## config.mk

```make
export PLATFORM = sky130hd
export DESIGN_NAME = dpr_back
export DESIGN_NICKNAME = d
export VERILOG_FILES = /design/src/hdl/dpr_pkg.sv /design/src/hdl/dpr_back.sv
export SDC_FILE = /design/constraint.sdc
export NUM_CORES = 1
export LEC_CHECK = 0
export BUFFER_PORTS_ARGS = -buffer_cell sky130_fd_sc_hd__buf_2
export CAP_MARGIN = 20
export CORE_UTILIZATION = 49
export DETAILED_ROUTE_END_ITERATION = 16
export PLACE_DENSITY = 0.62
export SLEW_MARGIN = 20
export SYNTH_ARGS = -nofsm -noshare
export SYNTH_HDL_FRONTEND = slang
export SYNTH_SLANG_ARGS = --single-unit
```

## constraint.sdc

```tcl
create_clock -name clk_i -period 22.1 [get_ports clk_i]
set_input_delay 4.42 -clock clk_i [delete_from_list [all_inputs] [get_ports clk_i]]
set_output_delay 4.42 -clock clk_i [all_outputs]
set_load 0.01 [all_outputs]
```

## src/hdl/dpr_pkg.sv

```systemverilog
// Package: shared types, constants and the factorial table for the digit rank core.
`timescale 1ns / 1ps
`default_nettype none
package dpr_pkg;

  localparam int unsigned NUM_VALUES_C = 10;   // decimal digit values
  localparam int unsigned MAX_DIGITS_C = 10;   // default digit positions
  localparam int unsigned DIG_W_C      = 4;    // one decimal digit / count / length
  localparam int unsigned RANK_W_C     = 22;   // rank and factorial width
  localparam int unsigned VALUE_W_C    = 32;
  localparam int unsigned FIFO_DEPTH_C = 2;
  localparam logic [31:0] RECIP10_C    = 32'hCCCC_CCCD;  // 2^35 / 10, rounded up

  typedef struct packed {
    logic                                    neg;
    logic [DIG_W_C-1:0]                      len;
    logic [NUM_VALUES_C-1:0][DIG_W_C-1:0]    dig;
    logic [NUM_VALUES_C-1:0][DIG_W_C-1:0]    cnt;
  } item_t;

  typedef enum logic [1:0] {
    F_IDLE,
    F_SPLIT,
    F_PUSH
  } front_state_e;

  typedef enum logic [2:0] {
    B_IDLE,
    B_DEN,
    B_MUL,
    B_DIV,
    B_ACC,
    B_DONE
  } back_state_e;

  function automatic logic [RANK_W_C-1:0] fact_f(input logic [DIG_W_C-1:0] n);
    logic [RANK_W_C-1:0] f;
    unique case (n)
      4'd0:    f = 22'd1;
      4'd1:    f = 22'd1;
      4'd2:    f = 22'd2;
      4'd3:    f = 22'd6;
      4'd4:    f = 22'd24;
      4'd5:    f = 22'd120;
      4'd6:    f = 22'd720;
      4'd7:    f = 22'd5040;
      4'd8:    f = 22'd40320;
      4'd9:    f = 22'd362880;
      4'd10:   f = 22'd3628800;
      default: f = 22'd1;
    endcase
    return f;
  endfunction

endpackage
`default_nettype wire

```

## src/hdl/dpr_back.sv

```systemverilog
// Rank engine: per position a denominator product, one multiply and a serial divide.
`timescale 1ns / 1ps
`default_nettype none
module dpr_back (
  input  wire logic                          clk_i,
  input  wire logic                          rst_ni,
  input  wire logic                          empty_i,
  input  wire dpr_pkg::item_t                item_i,
  output logic                               pop_o,
  output logic                               out_valid_o,
  input  wire logic                          out_ready_i,
  output logic [dpr_pkg::RANK_W_C-1:0]       out_rank_o,
  output logic                               out_neg_o
);
  import dpr_pkg::*;

  localparam int unsigned STEP_W = $clog2(RANK_W_C + 1);

  back_state_e state_q, state_d;
  logic [NUM_VALUES_C-1:0][DIG_W_C-1:0] dig_q, cnt_q;
  logic [DIG_W_C-1:0]  k_q, j_q, cur, less, km1;
  logic                neg_q;
  logic [RANK_W_C-1:0] rank_q, denom_q, quo_q, rem_q;
  logic [STEP_W-1:0]   step_q;
  logic [2*RANK_W_C-1:0] den_prod;
  logic [RANK_W_C+3:0] num_prod;
  logic [RANK_W_C:0]   rem_w;
  logic                fits;
  logic                out_valid_q, out_neg_q, load_out;
  logic [RANK_W_C-1:0] out_rank_q;
  logic                start_short;

  assign km1      = k_q - 1'b1;
  assign cur      = dig_q[km1];
  assign den_prod = (2*RANK_W_C)'(denom_q) * (2*RANK_W_C)'(fact_f(cnt_q[j_q]));
  assign num_prod = (RANK_W_C+4)'(less) * (RANK_W_C+4)'(fact_f(km1));
  assign rem_w    = {rem_q, quo_q[RANK_W_C-1]};
  assign fits     = rem_w >= (RANK_W_C+1)'(denom_q);
  assign start_short = item_i.neg || (item_i.len < 4'd2);

  // Remaining digits smaller than the current one.
  always_comb begin
    less = '0;
    for (int i = 0; i < NUM_VALUES_C; i++) begin
      if (DIG_W_C'(i) < cur) less = less + cnt_q[i];
    end
  end

  always_comb begin
    state_d = state_q;
    unique case (state_q)
      B_IDLE:  if (!empty_i) state_d = start_short ? B_DONE : B_DEN;
      B_DEN:   if (j_q == DIG_W_C'(NUM_VALUES_C-1)) state_d = B_MUL;
      B_MUL:   state_d = B_DIV;
      B_DIV:   if (step_q == STEP_W'(RANK_W_C-1)) state_d = B_ACC;
      B_ACC:   state_d = (k_q == 4'd2) ? B_DONE : B_DEN;
      B_DONE:  if (!out_valid_q || out_ready_i) state_d = B_IDLE;
      default: state_d = B_IDLE;
    endcase
  end

  always_comb begin
    pop_o    = (state_q == B_IDLE) && !empty_i;
    load_out = (state_q == B_DONE) && (!out_valid_q || out_ready_i);
  end

  assign out_valid_o = out_valid_q;
  assign out_rank_o  = out_rank_q;
  assign out_neg_o   = out_neg_q;

  always_ff @(posedge clk_i or negedge rst_ni) begin
    if (!rst_ni) begin
      state_q     <= B_IDLE;
      out_valid_q <= 1'b0;
    end else begin
      state_q <= state_d;
      if (load_out) begin
        out_valid_q <= 1'b1;
      end else if (out_ready_i) begin
        out_valid_q <= 1'b0;
      end
    end
  end

  always_ff @(posedge clk_i) begin
    unique case (state_q)
      B_IDLE: begin
        dig_q   <= item_i.dig;
        cnt_q   <= item_i.cnt;
        k_q     <= item_i.len;
        neg_q   <= item_i.neg;
        rank_q  <= '0;
        j_q     <= '0;
        denom_q <= RANK_W_C'(1);
      end
      B_DEN: begin
        denom_q <= den_prod[RANK_W_C-1:0];
        j_q     <= j_q + 1'b1;
      end
      B_MUL: begin
        quo_q  <= num_prod[RANK_W_C-1:0];
        rem_q  <= '0;
        step_q <= '0;
      end
      B_DIV: begin
        rem_q  <= fits ? RANK_W_C'(rem_w - (RANK_W_C+1)'(denom_q)) : rem_w[RANK_W_C-1:0];
        quo_q  <= {quo_q[RANK_W_C-2:0], fits};
        step_q <= step_q + 1'b1;
      end
      B_ACC: begin
        rank_q     <= rank_q + quo_q;
        cnt_q[cur] <= cnt_q[cur] - 1'b1;
        k_q        <= km1;
        j_q        <= '0;
        denom_q    <= RANK_W_C'(1);
      end
      B_DONE: begin
        if (load_out) begin
          out_rank_q <= neg_q ? '0 : rank_q;
          out_neg_q  <= neg_q;
        end
      end
      default: ;
    endcase
  end

endmodule
`default_nettype wire
```

======== Yosys cells after proc, flatten, opt, wreduce, memory -nomap -nowiden ========
Memory sizes are Yosys's and may differ from the RTL's.
Cells that the tools add are included.
storage, ports and cells
  bits in registers ....................... 209
  bits in read-only memories .............. 640
  bits of input ports ..................... 89
  output and inout bits ................... 25
  word-level logic and storage cells ...... 131
  memories ................................ 2
memory list
  name              depth  bits a word  rd ports  clocked after Yosys merged registers in  write ports  RTL line       source
  (name not given)  16     20           1         0                                        0            dpr_pkg.sv:38  unique case (n)
  (name not given)  16     20           1         0                                        0            dpr_pkg.sv:38
operators by class
  add/subtract/negate cells ............... 15
  multiply operators ...................... 2
  magnitude comparators ................... 16
  equal/unequal tests ..................... 12
  mux-type cells .......................... 37
  reduce and logical (&&, ||, !) cells .... 15
operators by type and width
  operator                                                                       number
  22-bit one-hot mux with 2 select lines                                         4
  40-bit one-hot mux with 2 select lines                                         1
  4-bit two-way mux                                                              14
  4-bit binary-select mux with 4-bit select                                      3
  40-bit bitwise mux                                                             1
  4-bit adder                                                                    9
  23-bit by 22-bit >= comparator with 1-bit output                               1
  22-bit adder                                                                   1
  22-bit by 22-bit multiplier with 22-bit output                                 1
  4-bit by 22-bit multiplier with 22-bit output                                  1
  22-bit two-way mux                                                             1
  22-bit subtractor                                                              1
  3-bit two-way mux                                                              6
  3-bit one-hot mux with 6 select lines                                          1
  4-bit demux with 4-bit select                                                  1
  3-bit by 4-bit less-than comparator with 1-bit output (first input constant)   4
  4-bit one-hot mux with 2 select lines                                          2
  4-bit by 5-bit less-than comparator with 1-bit output (second input constant)  3
  5-bit one-hot mux with 2 select lines                                          1
  1-bit by 4-bit less-than comparator with 1-bit output (first input constant)   2
  2-bit by 4-bit less-than comparator with 1-bit output (first input constant)   2
  4-bit less-than comparator (first input constant)                              2
  2-bit inequality test (second input constant)                                  4
  2-bit nonzero test                                                             4
  19 further kinds                                                               27

======== Longest topological paths before layout ========
  word-level depth ........................ 25
  gate-level depth with buffers ........... 74
  depth with buffers taken out ............ 70

======== Worst setup path before layout ========
OpenSTA, ideal clock, no wires.
  kind .................................... register to register
  start ................................... reg k_q[0]
  end ..................................... reg quo_q[21] (data pin)
  setup time .............................. 270 ps
  arrival ................................. 15,021 ps
  required time ........................... 21,830 ps
  setup slack ............................. 6,809 ps
  stages on the path, launching flop included .. 74
  buffers on the path ..................... 6
  clock period less this slack ............ 15,291 ps
  cell sequence ........................... edfxtp_1 > buf_6 > clkbuf_1 > inv_1 > ha_1 > inv_1 > ha_1 > buf_2 > clkbuf_1 > mux4_2 > a21oi_1 > o22ai_4 > or2_0 > buf_2 > and2_1 > ha_1 > inv_1 > fa_1 > (+38 left out) > xor2_1 > buf_2 > nor2_1 > fa_1 > inv_1 > fa_1 > inv_1 > ha_1 > inv_1 > o21ai_0 > a21oi_1 > o21ai_0 > nand2_1 > a2111oi_0 > nor3_1 > o31ai_1 > xor2_1 > a21oi_1
between the ends
  word-level cells in the longest chain between the ends .. 25
  elaborated cells between the ends (all ways) .. 35
  classes of those cells .................. 10 x add/sub; 1 x mul; 10 x order compare; 13 x mux; 1 x memory
ends and longest elaborated chain
  item                                                   RTL line         source
  from (decl)                                            dpr_back.sv:21   logic [DIG_W_C-1:0] k_q, j_q, cur, less, km1;
  from (signal assigned)                                 dpr_back.sv:90   k_q <= item_i.len;
  from (signal assigned)                                 dpr_back.sv:113  k_q <= km1;
  4-bit by 1-bit subtractor with 4-bit output (*)        dpr_back.sv:33   assign km1 = k_q - 1'b1;
  4-bit binary-select mux with 4-bit select              dpr_back.sv:34   assign cur = dig_q[km1];
  4-bit two-way mux (implied by the code)                dpr_back.sv:34
  1-bit by 4-bit less-than comparator with 1-bit output  dpr_back.sv:45   if (DIG_W_C'(i) < cur) less = less + cnt_q[i];
  4-bit two-way mux                                      dpr_back.sv:45
  4-bit adder                                            dpr_back.sv:45
  4-bit two-way mux                                      dpr_back.sv:45
  4-bit adder                                            dpr_back.sv:45
  (+9 left out)                                          --
  4-bit adder                                            dpr_back.sv:45
  4-bit two-way mux                                      dpr_back.sv:45
  4-bit adder                                            dpr_back.sv:45
  4-bit two-way mux                                      dpr_back.sv:45
  4-bit adder                                            dpr_back.sv:45
  4-bit two-way mux                                      dpr_back.sv:45
  4-bit by 22-bit multiplier with 22-bit output (*)      dpr_back.sv:36   assign num_prod = (RANK_W_C+4)'(less) * (RANK_W_C+4)'(fact_f(km1));
  22-bit one-hot mux with 2 select lines (*)             dpr_back.sv:86   unique case (state_q)
  to (signal assigned)                                   dpr_back.sv:101  quo_q <= num_prod[RANK_W_C-1:0];
  to (signal assigned)                                   dpr_back.sv:107  quo_q <= {quo_q[RANK_W_C-2:0], fits};
  to (decl)                                              dpr_back.sv:23   logic [RANK_W_C-1:0] rank_q, denom_q, quo_q, rem_q;
Mark *: on every way between the ends. The rest lies on a longest branch, timed or not. The select of a mux whose other input is x is not followed.
A chain may end at the register's enable or synchronous reset.

======== Worst setup path after layout ========
  start ................................... reg k_q[1]
  end ..................................... reg quo_q[21] (data pin)
Same word-level chain as after synthesis.

==> impl_table.tex <==
\begin{tabular}{lr}
\hline
Metric & Value \\
\hline
\multicolumn{2}{l}{\textbf{Setup path}} \\
\quad Logic depth of the worst register-to-register path & 69 \\
\quad Number of logic stages on the critical path including buffering & 69 \\
\quad Highest fanout seen on the critical path & 18 \\
\quad Kind of cell adding the most delay to the critical path & adder cells \\
\quad Worst Path Buf+Inv & 13 \\
\quad Top cell by count, worst path & inv\_1 \\
\quad Standard cell with the maximum stage delay on the critical path & a2111oi\_0 \\
\quad Crit Path Class & flip-flop to flip-flop \\
\quad FF-to-FF setup slack & approximately 5.2 ns \\
\quad Kind of capture point of the worst setup path & flip-flop \\
\quad Data arrival time of the critical path & 17.12 ns \\
\quad Worst stage delay on the critical path & 0.86 ns \\
\quad Required time of the worst setup path & 22.36 ns \\
\quad Worst Setup Start Kind & flip-flop \\
\multicolumn{2}{l}{\textbf{Cells and area}} \\
\quad Fin util & 0.539 \\
\quad Fraction of final layout cells with drive strength greater than 1 & 0.111 \\
\quad Final Non-Filler Cells & 3,061 \\
\quad Layout area overhead & 8.45\% \\
\quad Post-layout net count & 2,929 \\
\quad Total inserted antenna cells & 0 \\
\multicolumn{2}{l}{\textbf{Synthesis}} \\
\quad Syn nets & approximately 2,900 \\
\quad Primary flip-flop cell chosen by synthesis mapping & edfxtp\_1 \\
\quad Part of the Yosys area used for sequential elements & 0.277 \\
\quad Top post-synthesis cells by area & edfxtp\_1 (27\%), fa\_1 (18\%), ha\_1 (11\%) \\
\quad Most instantiated cells after synthesis & inv\_1 (353), nand2\_1 (248), fa\_1 (206), edfxtp\_1 (205), ha\_1 (191) \\
\quad Number of library cell types mapped by synthesis & 94 \\
\quad Most frequently used cell type in the post-synthesis netlist & inv\_1 \\
\quad Area share of the largest cell type after synthesis & 0.273 \\
\quad Avg Synthesized Cell Area & 9.50 um\^{}2 \\
\quad Count of yosys warnings during synthesis & 0 \\
\quad Number of flops mapped to enable cells by yosys & 205 \\
\quad Netlist area before placement & 22,600 um\^{}2 \\
\quad Share of async-settable or async-resettable flops after synthesis & 0.0191 \\
\quad Count of state elements after synthesis & 209 \\
\quad Gate Count Post-Synth & 2,375 \\
\quad Leading area contributor after synthesis & edfxtp\_1 \\
\multicolumn{2}{l}{\textbf{Clock tree}} \\
\quad Post-CTS sizing & 0 \\
\quad Largest buffer count on any clock path & 3 \\
\quad Hold buffers post-CTS & 0 \\
\quad Buffer cell driving the clock tree root & clkbuf\_16 \\
\quad Worst-skew pair later-pin latency & 0.55 ns \\
\quad Clock sink count & 209 \\
\quad CTS tree & yes \\
\quad Clock transition at the register clock pins on the worst setup and hold paths after CTS & 0.06 ns \\
\quad H-tree levels & 1 \\
\quad Number of buffers inserted during clock tree synthesis & 24 \\
\quad Buffers inserted by post-CTS timing repair & 0 \\
\multicolumn{2}{l}{\textbf{Timing}} \\
\quad Max-slew headroom at the worst pin & 0.319 \\
\quad Transition time at the pin with the least slew margin & 0.996 ns \\
\quad Final Skew & 0.0172 ns \\
\quad Setup\_tns & 0 ns \\
\quad Unrepaired setup endpoints after global routing & false \\
\quad \# setup viols final & 0 \\
\quad Portion of the clock cycle consumed by the worst path in the final layout & 0.763 \\
\quad F\_max & 59.3 MHz \\
\quad Final count of pins violating max slew & 0 \\
\quad Minimum period implied by the final worst setup slack & 16.87 ns \\
\quad Number of failing hold endpoints at the final stage & 0 \\
\multicolumn{2}{l}{\textbf{Hold path}} \\
\quad Hold Crit Depth & 2 \\
\quad Class of the most critical hold timing path & flip-flop to flip-flop \\
\multicolumn{2}{l}{\textbf{Route}} \\
\quad Final routed wire length divided by cell count & 19.5 um \\
\quad Vias post-DR & 17,164 \\
\quad Violation count after the first detailed-routing iteration & 1,000 \\
\quad Residual DRC count & 0 \\
\quad Post-Route WL & 59,600 um \\
\quad Length of the first detailed-routing pass in iterations & 6 \\
\quad Vias per std cell & around 5.6 \\
\quad Count of antenna-violating nets left after detailed routing & 0 \\
\multicolumn{2}{l}{\textbf{GRT}} \\
\quad Total congestion overflow after global routing & 0 \\
\quad Wire length of the first global-routing pass & 97,500 um \\
\quad Maximum number of pins on one net before global-route repair & 84 \\
\quad Number of global-route vias before repair & 18,023 \\
\quad Initial antenna violation count & 1 \\
\quad Global-route total usage across every layer & 0.263 \\
\multicolumn{2}{l}{\textbf{Floorplanning}} \\
\quad Core region area & 45,400 um\^{}2 \\
\quad Die Span X & roughly 220 um \\
\quad Area of the die & 46,900 um\^{}2 \\
\quad Row cnt & 78 \\
\quad Total I/O pin count & 114 \\
\quad Y dimension of the die & 217 um \\
\quad Starting density of the core & 0.497 \\
\multicolumn{2}{l}{\textbf{Placement}} \\
\quad Gpl congestion & around 0.93 \\
\quad Dpl hpwl & 46,700 um \\
\quad \# placed instances & 3,017 \\
\quad Count of buffers inserted at the top-level ports & about 110 \\
\multicolumn{2}{l}{\textbf{Job}} \\
\quad Count of max-cap constraint violations & 0 \\
\multicolumn{2}{l}{\textbf{Outcome}} \\
\quad Outcome & complete, no violations \\
\hline
\end{tabular}
==> stage by stage <==
step                      setup slack, ns  hold slack [ns]  cell area, um^2
after CTS                            5.29            0.569            24400
after global placement               5.78            0.559            23700
after detailed placement             5.34            0.559            23700
after floorplan                      6.81            0.493            22600
after global routing                 3.92            0.591            24500
final                                5.23            0.564            24500
==> layer usage <==
layer / vias to the layer above / track usage / routed length [um]
met5: - / 0 / 17
met1: 8358 / 0.344 / 25100
met4: 2 / 0.0840 / 1770
met3: 113 / 0.0276 / 3400
met2: 553 / 0.456 / 29300
li1: 8138 / - / -
==> cells by family after synthesis <==
group / after synthesis / share of synthesized area
mux: 57 / 0.0348
buf+inv: 459 / 0.0790
xor+xnor: 111 / 0.0440
fa+ha+maj: 397 / 0.289
flops: 209 / 0.277
compound gates: 377 / 0.117
simple gates: 765 / 0.159
==> cell usage in the layout, fill, tap and decap left out, types with 16 or more instances in the layout <==
cell	count
mux2i_1	32
fa_1	206
a21o_1	31
or2_2	28
buf_2	113
nand2b_1	18
clkbuf_16	24
buf_4	31
mux4_2	16
nand2_1	246
edfxtp_1	205
nor2b_1	38
a21oi_1	97
o21ai_0	73
xnor2_1	63
ha_1	191
inv_1	353
and3_1	20
nor2_1	182
a22o_1	30
nor3_1	71
and2_1	33
nand3_1	62
xor2_1	44
==> worst min-delay path: stages, from the launching register on <==
cell and delay (ns):
edfxtp_1 0.35, nand2_1 0.05, nand2_1 0.06
==> registers in the layout (all words and copies together), names as in the netlist, 3 cells and up <==
| register | count |
|---|---|
| state_q | 3 |
| rem_q | 22 |
| out_rank_o | 22 |
| denom_q | 22 |
| quo_q | 22 |
| k_q | 4 |
| step_q | 5 |
| j_q | 4 |
| dig_q | 40 |
| rank_q | 22 |
| cnt_q | 40 |
==> cell type report <==
class / count / area (um^2)
Inverter: 357 / 1340
Clock buffer: 29 / 619
Sequential cell: 209 / 6260
Timing Repair Buffer: 144 / 798
Clock inverter: 15 / 120
Multi-Input combinational cell: 1707 / 14600
Fill cell: 4163 / 20900
Tap cell: 600 / 751
==> final timing paths <==
path / startpoint / to
min in group asynchronous: rst_ni / state_q[2]$_DFFE_PN0P_
max in group asynchronous: rst_ni / out_valid_o$_DFFE_PN0P_
setup / recovery: k_q[1]$_DFFE_PP_ / quo_q[21]$_DFFE_PP_
setup reg to reg: k_q[1]$_DFFE_PP_ / quo_q[21]$_DFFE_PP_
hold reg to reg: quo_q[0]$_DFFE_PP_ / quo_q[1]$_DFFE_PP_
hold / removal: quo_q[0]$_DFFE_PP_ / quo_q[1]$_DFFE_PP_
Power is left out: the tool's default activity adds up to more than one toggle a clock period on the data nets, which glitch-free logic cannot reach.
