`src/hdl/dpr_pkg.sv`:
```
// Package: shared types, constants and the factorial table for the digit rank core.
`timescale 1ns / 1ps
`default_nettype none
package dpr_pkg;

  localparam int unsigned NUM_VALUES_C = 10;   // decimal digit values
  localparam int unsigned MAX_DIGITS_C = 10;   // default digit positions
  localparam int unsigned DIG_W_C      = 4;    // one decimal digit / count / length
  localparam int unsigned RANK_W_C     = 22;   // rank and factorial width
  localparam int unsigned VALUE_W_C    = 32;
  localparam int unsigned FIFO_DEPTH_C = 2;
  localparam logic [31:0] RECIP10_C    = 32'hCCCC_CCCD;  // 2^35 / 10, rounded up

  typedef struct packed {
    logic                                    neg;
    logic [DIG_W_C-1:0]                      len;
    logic [NUM_VALUES_C-1:0][DIG_W_C-1:0]    dig;
    logic [NUM_VALUES_C-1:0][DIG_W_C-1:0]    cnt;
  } item_t;

  typedef enum logic [1:0] {
    F_IDLE,
    F_SPLIT,
    F_PUSH
  } front_state_e;

  typedef enum logic [2:0] {
    B_IDLE,
    B_DEN,
    B_MUL,
    B_DIV,
    B_ACC,
    B_DONE
  } back_state_e;

  function automatic logic [RANK_W_C-1:0] fact_f(input logic [DIG_W_C-1:0] n);
    logic [RANK_W_C-1:0] f;
    unique case (n)
      4'd0:    f = 22'd1;
      4'd1:    f = 22'd1;
      4'd2:    f = 22'd2;
      4'd3:    f = 22'd6;
      4'd4:    f = 22'd24;
      4'd5:    f = 22'd120;
      4'd6:    f = 22'd720;
      4'd7:    f = 22'd5040;
      4'd8:    f = 22'd40320;
      4'd9:    f = 22'd362880;
      4'd10:   f = 22'd3628800;
      default: f = 22'd1;
    endcase
    return f;
  endfunction

endpackage
`default_nettype wire

```
`src/hdl/dpr_fifo.sv`:
```
// Small queue of split items between the front end and the rank engine.
`timescale 1ns / 1ps
`default_nettype none
module dpr_fifo (
  input  wire logic           clk_i,
  input  wire logic           rst_ni,
  input  wire logic           push_i,
  input  wire dpr_pkg::item_t push_item_i,
  output logic                full_o,
  input  wire logic           pop_i,
  output dpr_pkg::item_t      pop_item_o,
  output logic                empty_o
);
  import dpr_pkg::*;

  localparam int unsigned PTR_W = $clog2(FIFO_DEPTH_C);

  item_t            mem_q [FIFO_DEPTH_C];
  logic [PTR_W-1:0] wr_q, rd_q;
  logic [PTR_W:0]   count_q;

  assign full_o     = (count_q == (PTR_W+1)'(FIFO_DEPTH_C));
  assign empty_o    = (count_q == '0);
  assign pop_item_o = mem_q[rd_q];

  always_ff @(posedge clk_i or negedge rst_ni) begin
    if (!rst_ni) begin
      wr_q    <= '0;
      rd_q    <= '0;
      count_q <= '0;
    end else begin
      if (push_i) begin
        wr_q <= (wr_q == PTR_W'(FIFO_DEPTH_C-1)) ? '0 : wr_q + 1'b1;
      end
      if (pop_i) begin
        rd_q <= (rd_q == PTR_W'(FIFO_DEPTH_C-1)) ? '0 : rd_q + 1'b1;
      end
      count_q <= count_q + (PTR_W+1)'(push_i) - (PTR_W+1)'(pop_i);
    end
  end

  always_ff @(posedge clk_i) begin
    if (push_i) begin
      mem_q[wr_q] <= push_item_i;
    end
  end

endmodule
`default_nettype wire

```
`config.mk`:
```
export PLATFORM = sky130hd
export DESIGN_NAME = dpr_fifo
export DESIGN_NICKNAME = d
export VERILOG_FILES = /design/src/hdl/dpr_pkg.sv /design/src/hdl/dpr_fifo.sv
export SDC_FILE = /design/constraint.sdc
export NUM_CORES = 1
export LEC_CHECK = 0
export ABC_AREA = 0
export BUFFER_PORTS_ARGS = -buffer_cell sky130_fd_sc_hd__buf_4
export CAP_MARGIN = 20
export CELL_PAD_IN_SITES_DETAIL_PLACEMENT = 1
export CELL_PAD_IN_SITES_GLOBAL_PLACEMENT = 2
export CORE_MARGIN = 1
export CORE_UTILIZATION = 30
export DETAILED_ROUTE_END_ITERATION = 16
export MAX_ROUTING_LAYER = met4
export PLACE_DENSITY_LB_ADDON = 0.1
export SETUP_SLACK_MARGIN = 0.15
export SYNTH_ARGS = -nofsm -noshare
export SYNTH_HDL_FRONTEND = slang
export SYNTH_SLANG_ARGS = --single-unit
```
`constraint.sdc`:
```
create_clock -name clk_i -period 4.26 [get_ports clk_i]
set_input_delay 0.426 -clock clk_i [delete_from_list [all_inputs] [get_ports clk_i]]
set_output_delay 0.426 -clock clk_i [all_outputs]
set_load 0.02 [all_outputs]
```
-- After elaboration in Yosys (flattened, before gate mapping)
Memories as Yosys holds them, arrays and structs flattened.
Cells that the tools add are included.
- add/sub/neg operators: 4
- equal/unequal tests: 1
- mux-type cells: 4
- reduce and logical (&&, ||, !) cells: 1
- operators with widths (operator ; count):
    two-way mux 1 bit ; 4
    adder 1 bit, second input constant ; 2
    adder 2 x 1 -> 2 bit ; 1
    equality test 2 bit, second input constant ; 1
    zero test 2 bit ; 1
    subtractor 2 x 1 -> 2 bit ; 1
- bits in registers: 4
- memory bits (writable): 170
- bits of input ports: 89
- output and inout port bits: 87
- word-level logic and storage cells: 14
- memories kept: 1
- memory list (memory ; depth ; bits a word ; read ports ; clocked after Yosys merged registers in ; wr ports ; line ; source):
    mem_q ; 2 ; 85 ; 1 ; 0 ; 1 ; dpr_fifo.sv:18 ; item_t mem_q [FIFO_DEPTH_C];

-- Longest topological paths before layout
Gate-level depths: netlist of run 1.
- depth in word-level cells: 2
- gate-level depth with buffers: 5
- gate-level depth less buffers: 5

-- Worst setup path before layout of run 1
Ideal clock, no wire load.
- path type: reg-to-reg
- start: register wr_q
- end: memory mem_q[0][0] (netlist bit), enable pin
- setup time: 539 ps
- arrival time: 4169 ps
- data required time: 3721 ps
- path slack: -449 ps
- stages on the path, launching flop included: 2
- path buffers: 0
- period minus slack after synthesis: 4709 ps
- path through: dfrtp_1 -> nor2b_1
- RTL lines (element ; line ; source):
    from (decl) ; dpr_fifo.sv:19 ; logic [PTR_W-1:0] wr_q, rd_q;
    from (signal assigned) ; dpr_fifo.sv:33 ; wr_q <= (wr_q == PTR_W'(FIFO_DEPTH_C-1)) ? '0 : wr_q + 1'b1;
    to (decl) ; dpr_fifo.sv:18 ;
No word-level cell before the write port.

==> results of run 1 <==
metrics by stage:
stage | utilization | setup WS (ps)
after floorplan | - | 1180
after global placement | 0.383 | 2010
after detailed placement | 0.383 | 1980
after CTS | 0.410 | 1520
after global routing | 0.411 | 1460
final | 0.411 | 1600
worst reg2reg max path, delay by kind of cell, from the launching register on:
kind	cells	cell delay, ps
buffers and inverters	1	420
DFF	1	430
and+or+nand+nor	1	820
cells by family (layout without fill, tap and decap cells):
group / after synthesis / in the layout
xor gates and xnor gates: 3 / 3
DFF: 174 / 174
buffers and inverters: 12 / 214
and+or+nand+nor: 4 / 4
adders and majority gates: 2 / 2
muxes: 85 / 85
layer usage:
layer	routed length [um]	global-route usage
met5	0	-
met4	106	0.0413
met3	1030	0.0521
met2	6280	0.190
met1	5380	0.144
how the worst min path moves through the flow:
| stage | startpoint | end | slack, ps | cells past startpoint |
|---|---|---|---|---|
| CTS | push_item_i[83] | mem_q[1][83] | 160 | 1 |
| global route | push_item_i[83] | mem_q[1][83] | 160 | 1 |
| finish | push_item_i[83] | mem_q[1][83] | 190 | 1 |
| detailed placement | rst_ni | count_q[0] | 230 | 1 |
| global placement | rst_ni | count_q[0] | 230 | 1 |
| floorplan | rst_ni | count_q[0] | 130 | 0 |
synth_stat cells:
cell,count
nor2b_1,2
dfrtp_1,4
xor3_1,1
buf_8,1
xor2_1,2
nor2_1,1
inv_1,2
ha_1,2
edfxtp_1,170
mux2_2,45
buf_12,4
mux2_4,40
buf_6,1
buf_2,4
and2_1,1
state kept, by name (all words and copies together), names as in the netlist:
signal,cells
count_q,2
wr_q,1
rd_q,1
mem_q,170
report_power, final:
part,internal [mW],switching [mW]
logic,1.01,1.05
registers,2.27,0.157
clock network,0.818,0.671
final cells by class:
cell class	count	area, um2	area share
Sequential cell	174	5210	0.597
Inverter	2	7.51	0.000860
Tap cell	275	344	0.0394
Multi-Input combinational cell	94	1210	0.138
Clock inverter	13	131	0.0150
Clock buffer	19	433	0.0496
Timing Repair Buffer	180	1400	0.160
==> impl_metrics.xml, run 1 <==
<?xml version="1.0" encoding="UTF-8"?>
<metrics>
  <group name="global_route">
    <metric name="track_usage" unit="">0.123</metric>
    <metric name="via_count_of_the_first_global_routing_pass" unit="">3606</metric>
    <metric name="initial_antenna_violation_count" unit="">0</metric>
    <metric name="grt_max_degree" unit="">73</metric>
    <metric name="total_grt_overflow" unit="">0</metric>
    <metric name="grt_pass1_wl" unit="mm">19.6</metric>
  </group>
  <group name="synth">
    <metric name="synth_top_family_by_area" unit="">multiplexers</metric>
    <metric name="synth_warnings" unit="">0</metric>
    <metric name="postSynthRegisterBits" unit="">174</metric>
    <metric name="post_synth_num_cell_types" unit="">15</metric>
    <metric name="synth-compound-area-share" unit="">0</metric>
    <metric name="synth_largest_area_cell" unit="">edfxtp_1</metric>
    <metric name="synthCells" unit="">280</metric>
    <metric name="mapped_cell_area" unit="um2">6540</metric>
    <metric name="synth.area.top_cells" unit="">edfxtp_1 (78%), mux2_4 (9.2%), mux2_2 (7.8%)</metric>
    <metric name="synth.mux.area_fraction" unit="">0.169</metric>
    <metric name="synth_xor_area_frac" unit="">0.00632</metric>
    <metric name="synth_nets" unit="">371</metric>
    <metric name="synth.top_cell.area_share" unit="">0.781</metric>
    <metric name="yosys.area_share.adder" unit="">0.00383</metric>
    <metric name="synth.avg_cell_area" unit="um2">23.3</metric>
    <metric name="synth_simple_gate_area_frac" unit="">0.00345</metric>
    <metric name="synth-seq-area-share" unit="">0.796</metric>
  </group>
  <group name="floorplan">
    <metric name="starting_density_of_the_core" unit="">0.308</metric>
    <metric name="die_width" unit="um">150</metric>
    <metric name="floorplan.die.height" unit="um">150</metric>
    <metric name="fp-row-count" unit="">53</metric>
    <metric name="die_area" unit="um2">22400</metric>
    <metric name="core-area" unit="um2">21200</metric>
    <metric name="top_level_ports" unit="">176</metric>
  </group>
  <group name="cts">
    <metric name="holdBufCountCts" unit="">1</metric>
    <metric name="level_count_of_the_clock_h_tree" unit="">4</metric>
    <metric name="cts_root_buf" unit="">clkbuf_16</metric>
    <metric name="clock_path_buffers" unit="">2</metric>
    <metric name="cts_inserted_buffers" unit="">17</metric>
    <metric name="clk-insertion-delay-late" unit="ps">420</metric>
    <metric name="clock_sink_count" unit="">174</metric>
    <metric name="path_clk_slew" unit="ps">70</metric>
    <metric name="cts.repair.resized" unit="">0</metric>
    <metric name="cts_tree" unit="">done</metric>
    <metric name="post-cts-setup-buffers" unit="">0</metric>
  </group>
  <group name="timing">
    <metric name="max_clock_freq" unit="MHz">376</metric>
    <metric name="timing.slew.headroom" unit="">0.312</metric>
    <metric name="totalNegativeSetupSlack" unit="ps">0</metric>
    <metric name="finalMaxSlewViolations" unit="">0</metric>
    <metric name="setup-violations-final" unit="">0</metric>
    <metric name="final.min_clock_period" unit="ps">2660</metric>
    <metric name="grt_setup_unrepaired" unit="">no</metric>
    <metric name="share_of_the_cycle_needed_by_the_critical_path_after_routing" unit="">0.625</metric>
    <metric name="hold-worst-slack" unit="ps">185</metric>
    <metric name="hold_violations_final" unit="">0</metric>
    <metric name="final_clock_skew" unit="ps">9.72</metric>
    <metric name="worst_slew_pin_slew" unit="ps">1030</metric>
  </group>
  <group name="hold_path">
    <metric name="worstHoldPathType" unit="">primary input to flop</metric>
  </group>
  <group name="run">
    <metric name="number_of_violations_of_the_max_capacitance_limit" unit="">0</metric>
  </group>
  <group name="drt">
    <metric name="detail_route.first_pass.iterations" unit="">4</metric>
    <metric name="route.detailed.drc" unit="">0</metric>
    <metric name="drt_iter0_markers" unit="">90</metric>
    <metric name="drt-wirelength-per-cell" unit="um">16.9</metric>
    <metric name="vias" unit="">3246</metric>
    <metric name="total_wire_length" unit="mm">12.8</metric>
    <metric name="antenna_left" unit="">0</metric>
    <metric name="vias_per_cell" unit="">4.29</metric>
  </group>
  <group name="worst_setup_path">
    <metric name="worst_reg2reg_path_startpoint" unit="">wr_q</metric>
    <metric name="worstPathMaxFanout" unit="">49</metric>
    <metric name="cp_slowest_stage_delay" unit="ps">810</metric>
    <metric name="critical_path_class" unit="">flop to output pin</metric>
    <metric name="start_kind" unit="">flop</metric>
    <metric name="cp_cell_sequence" unit="">buf_12, mux2_2, buf_4</metric>
    <metric name="critical_path.slowest_cell" unit="">dfrtp_4</metric>
    <metric name="path_depth" unit="">3</metric>
    <metric name="ff2ff_path_depth" unit="">2</metric>
    <metric name="worst_path_dominant_cell_family" unit="">flip-flops</metric>
    <metric name="first_element_of_the_critical_path" unit="">rd_q</metric>
    <metric name="critical_path.reg2reg.endpoint" unit="">mem_q[0][1]</metric>
    <metric name="timing.critical_path.to" unit="">pop_item_o[75]</metric>
    <metric name="critPathBufInv" unit="">2</metric>
    <metric name="crit_path_end_kind" unit="">output pin</metric>
    <metric name="required_time_reported_for_the_critical_path_endpoint" unit="ps">3830</metric>
    <metric name="ff2ff_setup_slack" unit="ps">2220</metric>
    <metric name="critPathArrivalTime" unit="ps">2240</metric>
  </group>
  <group name="power">
    <metric name="power.density" unit="nW/um2">686</metric>
    <metric name="fin_total_pwr" unit="mW">5.98</metric>
    <metric name="worst_vdd_rail_ir_drop" unit="uV">265</metric>
    <metric name="power.leakage" unit="nW">3.36</metric>
  </group>
  <group name="finish">
    <metric name="design.final.nets" unit="">560</metric>
    <metric name="layout.cells.most_common_list" unit="">buf_4 (176), edfxtp_1 (170), mux2_2 (45), mux2_4 (40), clkbuf_16 (17)</metric>
    <metric name="leading_cell_type_in_the_layout_fill_and_taps_excluded" unit="">buf_4</metric>
    <metric name="stdcell_area" unit="um2">8730</metric>
    <metric name="area.growth.synth_to_final" unit="%">33.6</metric>
    <metric name="post_route_cells_drive_above_1_share" unit="">0.614</metric>
    <metric name="fillers" unit="">2105</metric>
    <metric name="final_cell_count_no_fill" unit="">757</metric>
    <metric name="diodes" unit="">0</metric>
  </group>
  <group name="outcome">
    <metric name="run_status" unit="">complete, no violations</metric>
  </group>
  <group name="placement">
    <metric name="numPortBuffers" unit="">175</metric>
    <metric name="dp.final_hpwl" unit="mm">8.11</metric>
    <metric name="total_placed_instance_area" unit="um2">8130</metric>
    <metric name="place.detailed.instances" unit="">723</metric>
    <metric name="gp_congestion" unit="">0.694</metric>
  </group>
</metrics>
Note: power is estimated with default switching activity, not from simulation.
==> inputs of run 2 (changes only) <==
==> constraint.sdc (replaced) <==
create_clock -name clk_i -period 2.4 [get_ports clk_i]
set_input_delay 0.24 -clock clk_i [delete_from_list [all_inputs] [get_ports clk_i]]
set_output_delay 0.24 -clock clk_i [all_outputs]
set_load 0.02 [all_outputs]
==> run 2 against run 1 <==
Effect of this change: sequential share of layout area down 6.2 points; final area up 12%; routed wire length up 7.7%; sequential power up 75%; register-to-register slack worse by 1300 ps; critical path depth unchanged; critical endpoint is now pop_item_o[57]; largest power group unchanged; highest routed layer unchanged.
==> impl_metrics.xml, run 2 (synthesis results as in run 1) <==
<?xml version="1.0" encoding="UTF-8"?>
<metrics>
  <group name="outcome">
    <metric name="run_status" unit="">complete, no violations</metric>
  </group>
  <group name="worst_setup_path">
    <metric name="crit_path_end_kind" unit="">output pin</metric>
    <metric name="required_time_reported_for_the_critical_path_endpoint" unit="ps">2160</metric>
    <metric name="cp_cell_sequence" unit="">buf_4, mux2_4, buf_4</metric>
    <metric name="cp_slowest_stage_delay" unit="ps">610</metric>
    <metric name="worst_path_dominant_cell_family" unit="">flip-flops</metric>
    <metric name="start_kind" unit="">flop</metric>
    <metric name="worstPathMaxFanout" unit="">15</metric>
    <metric name="critPathBufInv" unit="">2</metric>
    <metric name="crit_path_frequent_cell" unit="">buf_4</metric>
    <metric name="critical_path.slowest_cell" unit="">dfrtp_4</metric>
    <metric name="ff2ff_setup_slack" unit="ps">880</metric>
    <metric name="critical_path.reg2reg.endpoint" unit="">mem_q[1][55]</metric>
    <metric name="critical_path_class" unit="">flop to output pin</metric>
    <metric name="critPathArrivalTime" unit="ps">1830</metric>
    <metric name="worst_reg2reg_path_startpoint" unit="">wr_q</metric>
    <metric name="ff2ff_path_depth" unit="">2</metric>
  </group>
  <group name="finish">
    <metric name="number_of_flip_flops_under_the_largest_register_name" unit="">170</metric>
    <metric name="diodes" unit="">0</metric>
    <metric name="area.growth.synth_to_final" unit="%">49.0</metric>
    <metric name="sequential_cell_area" unit="um2">5210</metric>
    <metric name="largest_registers" unit="">mem_q: 170 flops, count_q: 2 flops</metric>
    <metric name="layout.cells.most_common_list" unit="">buf_4 (181), edfxtp_1 (170), dlygate4sd3_1 (87), mux2_2 (45), mux2_4 (40)</metric>
    <metric name="design.final.nets" unit="">653</metric>
    <metric name="area_of_the_multi_input_gates" unit="um2">1210</metric>
    <metric name="fillers" unit="">2047</metric>
    <metric name="post_route_cells_drive_above_1_share" unit="">0.527</metric>
    <metric name="leading_cell_type_in_the_layout_fill_and_taps_excluded" unit="">buf_4</metric>
    <metric name="register_containing_the_most_flip_flops_in_the_final_layout" unit="">mem_q</metric>
  </group>
  <group name="placement">
    <metric name="numPortBuffers" unit="">175</metric>
    <metric name="gp_congestion" unit="">0.711</metric>
    <metric name="dp.final_hpwl" unit="mm">8.79</metric>
  </group>
  <group name="cts">
    <metric name="cts_root_buf" unit="">clkbuf_16</metric>
    <metric name="clk-insertion-delay-late" unit="ps">420</metric>
    <metric name="cts.repair.resized" unit="">0</metric>
    <metric name="cts_inserted_buffers" unit="">17</metric>
    <metric name="level_count_of_the_clock_h_tree" unit="">4</metric>
    <metric name="cts_tree" unit="">done</metric>
    <metric name="path_clk_slew" unit="ps">60</metric>
    <metric name="clock_path_buffers" unit="">2</metric>
    <metric name="clock_sink_count" unit="">174</metric>
  </group>
  <group name="timing">
    <metric name="grt_setup_unrepaired" unit="">no</metric>
    <metric name="final.min_clock_period" unit="ps">2070</metric>
    <metric name="hold_violations_final" unit="">0</metric>
    <metric name="timing.slew.headroom" unit="">0.551</metric>
    <metric name="share_of_the_cycle_needed_by_the_critical_path_after_routing" unit="">0.862</metric>
    <metric name="max_clock_freq" unit="MHz">483</metric>
    <metric name="worst_slew_pin_slew" unit="ps">673</metric>
    <metric name="totalNegativeSetupSlack" unit="ps">0</metric>
    <metric name="setup-violations-final" unit="">0</metric>
    <metric name="finalMaxSlewViolations" unit="">0</metric>
    <metric name="hold-worst-slack" unit="ps">33.6</metric>
    <metric name="final_clock_skew" unit="ps">7.79</metric>
  </group>
  <group name="run">
    <metric name="number_of_violations_of_the_max_capacitance_limit" unit="">0</metric>
  </group>
  <group name="floorplan">
    <metric name="fp-row-count" unit="">53</metric>
    <metric name="die_area" unit="um2">22400</metric>
    <metric name="die_width" unit="um">150</metric>
    <metric name="starting_density_of_the_core" unit="">0.308</metric>
    <metric name="core-area" unit="um2">21200</metric>
    <metric name="top_level_ports" unit="">176</metric>
    <metric name="floorplan.die.height" unit="um">150</metric>
  </group>
  <group name="hold_path">
    <metric name="whs_endpoint" unit="">wr_q</metric>
    <metric name="number_of_cells_on_the_worst_hold_path" unit="">2</metric>
    <metric name="hp-start" unit="">push_i</metric>
    <metric name="worstHoldPathType" unit="">primary input to flop</metric>
  </group>
  <group name="drt">
    <metric name="vias_per_cell" unit="">4.22</metric>
    <metric name="drt-wirelength-per-cell" unit="um">16.2</metric>
    <metric name="vias" unit="">3580</metric>
    <metric name="total_wire_length" unit="mm">13.8</metric>
    <metric name="drt_iter0_markers" unit="">147</metric>
    <metric name="antenna_left" unit="">0</metric>
    <metric name="route.detailed.drc" unit="">0</metric>
    <metric name="detail_route.first_pass.iterations" unit="">4</metric>
  </group>
  <group name="global_route">
    <metric name="initial_antenna_violation_count" unit="">0</metric>
    <metric name="track_usage" unit="">0.132</metric>
    <metric name="grt_pass1_wl" unit="mm">20.9</metric>
    <metric name="grt_max_degree" unit="">47</metric>
    <metric name="via_count_of_the_first_global_routing_pass" unit="">4004</metric>
    <metric name="total_grt_overflow" unit="">0</metric>
  </group>
  <group name="power">
    <metric name="power.leakage" unit="nW">3.80</metric>
    <metric name="power.density" unit="nW/um2">1160</metric>
    <metric name="worst_vdd_rail_ir_drop" unit="uV">499</metric>
    <metric name="fin_total_pwr" unit="mW">11.3</metric>
  </group>
</metrics>
## run 2: per-stage QoR
step,std cells,util,worst slack [ps],instance area [um2]
final,848,0.459,330,9740
after global routing,848,0.459,247,9740
after detailed placement,730,0.387,601,8210
after global placement,730,0.387,620,8210
after floorplan,280,-,292,6540
after CTS,848,0.459,282,9740
## run 2: per-layer routing
metal  GRT usage  up-vias  wire length (um)
met1       0.153     1779              5960
li1            -     1671                 -
met5           -        -                 0
met4      0.0490        0               187
met2       0.214      119              6770
met3      0.0405       11               861
## run 2: layout make-up
type                            count  share of cell area
Clock buffer                       18              0.0441
Timing Repair Buffer              273               0.239
Inverter                            2            0.000771
Tap cell                          275              0.0353
Multi-Input combinational cell     94               0.124
Clock inverter                     12              0.0225
Sequential cell                   174               0.535
## run 2: worst max path at each step
stage | from | end | cells past startpoint
after floorplan | wr_q | mem_q[0][0] | 1
after global placement | rd_q | pop_item_o[77] | 3
after detailed placement | rd_q | pop_item_o[57] | 3
after CTS | rd_q | pop_item_o[57] | 3
after global routing | rd_q | pop_item_o[72] | 3
final | rd_q | pop_item_o[57] | 3
## run 2: what timing repair did
item                                   in CTS  in global routing
endpoints found under the hold margin     175                  0
hold buffers                               87                  0
buffers inserted                            1                  0
setup endpoints to repair                  14                  0
## run 2: report_power, final
group / leakage (nW) / internal, mW / switching (mW)
logic: 1.85 / 1.97 / 2.02
registers: 1.64 / 4.04 / 0.215
clock network: 0.313 / 1.94 / 1.11
==> inputs of run 3 (changes only) <==
--- a/config.mk
+++ b/config.mk
@@ -14,7 +14,7 @@
 export CORE_UTILIZATION = 30
 export DETAILED_ROUTE_END_ITERATION = 16
 export MAX_ROUTING_LAYER = met4
-export PLACE_DENSITY_LB_ADDON = 0.1
+export PLACE_DENSITY = 0.74
 export SETUP_SLACK_MARGIN = 0.15
 export SYNTH_ARGS = -nofsm -noshare
 export SYNTH_HDL_FRONTEND = slang
==> run 3 against run 2 <==
Effect of this change: sequential power shrank 1%; setup slack gained 50 ps; die area is the same; flip-flop and latch count is the same; register-to-register slack gained 40 ps; core utilization shrank 0.57 points; fmax grew 2.5%.
==> impl_metrics.xml, run 3 (synthesis results as in run 1) <==
<?xml version="1.0" encoding="UTF-8"?>
<metrics>
  <group name="drt">
    <metric name="route.detailed.drc" unit="">0</metric>
    <metric name="drt-wirelength-per-cell" unit="um">16.4</metric>
    <metric name="drt_iter0_markers" unit="">106</metric>
    <metric name="vias" unit="">3589</metric>
    <metric name="vias_per_cell" unit="">4.22</metric>
    <metric name="detail_route.first_pass.iterations" unit="">4</metric>
    <metric name="antenna_left" unit="">0</metric>
    <metric name="total_wire_length" unit="mm">14.0</metric>
  </group>
  <group name="finish">
    <metric name="largest_registers" unit="">mem_q: 170 flops, count_q: 2 flops</metric>
    <metric name="layout.cells.most_common_list" unit="">buf_4 (188), edfxtp_1 (170), dlygate4sd3_1 (82), mux2_2 (45), mux2_4 (40)</metric>
    <metric name="fillers" unit="">2052</metric>
    <metric name="number_of_flip_flops_under_the_largest_register_name" unit="">170</metric>
    <metric name="leading_cell_type_in_the_layout_fill_and_taps_excluded" unit="">buf_4</metric>
    <metric name="stdcell_area" unit="um2">9620</metric>
    <metric name="diodes" unit="">0</metric>
    <metric name="post_route_cells_drive_above_1_share" unit="">0.536</metric>
    <metric name="design.final.nets" unit="">655</metric>
    <metric name="area.growth.synth_to_final" unit="%">47.2</metric>
    <metric name="register_containing_the_most_flip_flops_in_the_final_layout" unit="">mem_q</metric>
  </group>
  <group name="timing">
    <metric name="timing.slew.headroom" unit="">0.746</metric>
    <metric name="totalNegativeSetupSlack" unit="ps">0</metric>
    <metric name="final_clock_skew" unit="ps">7.27</metric>
    <metric name="setup-violations-final" unit="">0</metric>
    <metric name="worst_slew_pin_slew" unit="ps">381</metric>
    <metric name="finalMaxSlewViolations" unit="">0</metric>
    <metric name="max_clock_freq" unit="MHz">495</metric>
    <metric name="share_of_the_cycle_needed_by_the_critical_path_after_routing" unit="">0.841</metric>
    <metric name="final.min_clock_period" unit="ps">2020</metric>
    <metric name="hold_violations_final" unit="">0</metric>
    <metric name="grt_setup_unrepaired" unit="">no</metric>
  </group>
  <group name="worst_setup_path">
    <metric name="required_time_reported_for_the_critical_path_endpoint" unit="ps">2160</metric>
    <metric name="critPathBufInv" unit="">3</metric>
    <metric name="start_kind" unit="">flop</metric>
    <metric name="critical_path.slowest_cell" unit="">dfrtp_4</metric>
    <metric name="critPathArrivalTime" unit="ps">1780</metric>
    <metric name="crit_path_end_kind" unit="">output pin</metric>
    <metric name="cp_cell_sequence" unit="">buf_12, buf_4, mux2_2, buf_4</metric>
    <metric name="worst_path_dominant_cell_family" unit="">buffers and inverters</metric>
    <metric name="cp_slowest_stage_delay" unit="ps">450</metric>
    <metric name="critical_path_class" unit="">flop to output pin</metric>
    <metric name="worstPathMaxFanout" unit="">13</metric>
    <metric name="crit_path_frequent_cell" unit="">buf_4</metric>
  </group>
  <group name="placement">
    <metric name="dp.final_hpwl" unit="mm">8.88</metric>
    <metric name="gp_congestion" unit="">0.710</metric>
    <metric name="numPortBuffers" unit="">175</metric>
    <metric name="total_placed_instance_area" unit="um2">8180</metric>
  </group>
  <group name="floorplan">
    <metric name="core-area" unit="um2">21200</metric>
    <metric name="floorplan.die.height" unit="um">150</metric>
    <metric name="top_level_ports" unit="">176</metric>
    <metric name="fp-row-count" unit="">53</metric>
    <metric name="die_area" unit="um2">22400</metric>
    <metric name="starting_density_of_the_core" unit="">0.308</metric>
    <metric name="die_width" unit="um">150</metric>
  </group>
  <group name="global_route">
    <metric name="track_usage" unit="">0.131</metric>
    <metric name="grt_pass1_wl" unit="mm">21.0</metric>
    <metric name="initial_antenna_violation_count" unit="">0</metric>
    <metric name="via_count_of_the_first_global_routing_pass" unit="">3934</metric>
    <metric name="total_grt_overflow" unit="">0</metric>
    <metric name="grt_max_degree" unit="">64</metric>
  </group>
  <group name="cts">
    <metric name="level_count_of_the_clock_h_tree" unit="">4</metric>
    <metric name="cts_tree" unit="">done</metric>
    <metric name="clock_path_buffers" unit="">2</metric>
    <metric name="cts_root_buf" unit="">clkbuf_16</metric>
    <metric name="cts_inserted_buffers" unit="">17</metric>
    <metric name="cts.repair.resized" unit="">0</metric>
    <metric name="path_clk_slew" unit="ps">60</metric>
    <metric name="clock_sink_count" unit="">174</metric>
    <metric name="clk-insertion-delay-late" unit="ps">420</metric>
  </group>
  <group name="run">
    <metric name="number_of_violations_of_the_max_capacitance_limit" unit="">0</metric>
  </group>
  <group name="power">
    <metric name="worst_vdd_rail_ir_drop" unit="uV">482</metric>
    <metric name="power.leakage" unit="nW">3.75</metric>
    <metric name="power.density" unit="nW/um2">1120</metric>
  </group>
  <group name="hold_path">
    <metric name="worstHoldPathType" unit="">primary input to flop</metric>
  </group>
  <group name="outcome">
    <metric name="run_status" unit="">complete, no violations</metric>
  </group>
</metrics>
run 3: worst paths after layout:
path / start / end / slack (ps) / depth (start not counted)
min in group asynchronous: rst_ni / wr_q / 170 / 2
worst min register to register: wr_q / wr_q / 550 / 1
max in group asynchronous: rst_ni / rd_q / 2110 / 2
worst max-delay path: rd_q / pop_item_o[67] / 380 / 4
worst min-delay path: push_item_i[64] / mem_q[0][64] / 20 / 1
worst max register to register: wr_q / mem_q[1][81] / 920 / 2
run 3: where the power goes:
group	switching [mW]	leakage, nW	internal, mW
logic	2.07	1.86	2.06
registers	0.165	1.64	4.04
clock network	1.14	0.244	1.32
total	3.38	3.75	7.41
run 3: worst reg2reg max path, cell delays in order (launching register included):
cell     delay, ps
dfrtp_1        430
and2_4         400
buf_4          330
run 3: final cells by class:
type / count / area (um2) / area share
Sequential cell: 174 / 5210 / 0.541
Timing Repair Buffer: 275 / 2330 / 0.242
Multi-Input combinational cell: 94 / 1210 / 0.125
Clock buffer: 18 / 429 / 0.0446
Tap cell: 275 / 344 / 0.0358
Clock inverter: 13 / 91.3 / 0.00950
Inverter: 2 / 7.51 / 0.000780
run 3: per-layer routing:
metal / track usage / vias to the layer above / wire length (um) / part of all wire
met3: 0.0341 / 14 / 761 / 0.054
met5: - / - / 0 / 0
met2: 0.219 / 125 / 7270 / 0.52
li1: - / 1674 / - / -
met1: 0.151 / 1776 / 5820 / 0.42
met4: 0.0444 / 0 / 152 / 0.011
run 3: stage by stage:
| step | power, mW | util | std cells | worst slack, ps | hold WS, ps |
|---|---|---|---|---|---|
| 2_1_floorplan | 6.79 | - | 280 | 292 | -55.6 |
| 3_3_place_gp | 8.08 | 0.385 | 730 | 464 | 39.3 |
| 3_5_place_dp | 8.17 | 0.385 | 730 | 395 | 44.0 |
| 4_1_cts | 10.8 | 0.449 | 843 | 163 | 0.722 |
| 5_1_grt | 11.3 | 0.453 | 851 | 309 | 2.71 |
| 6_report | 10.8 | 0.453 | 851 | 381 | 21.8 |
run 3: what timing repair did:
item / 4_1_cts / 5_1_grt
pin swaps: 0 / 0
setup buffers: 1 / 7
hold buffers: 81 / 1
hold endpoints to repair: 163 / 2
endpoints found under the setup margin: 58 / 8
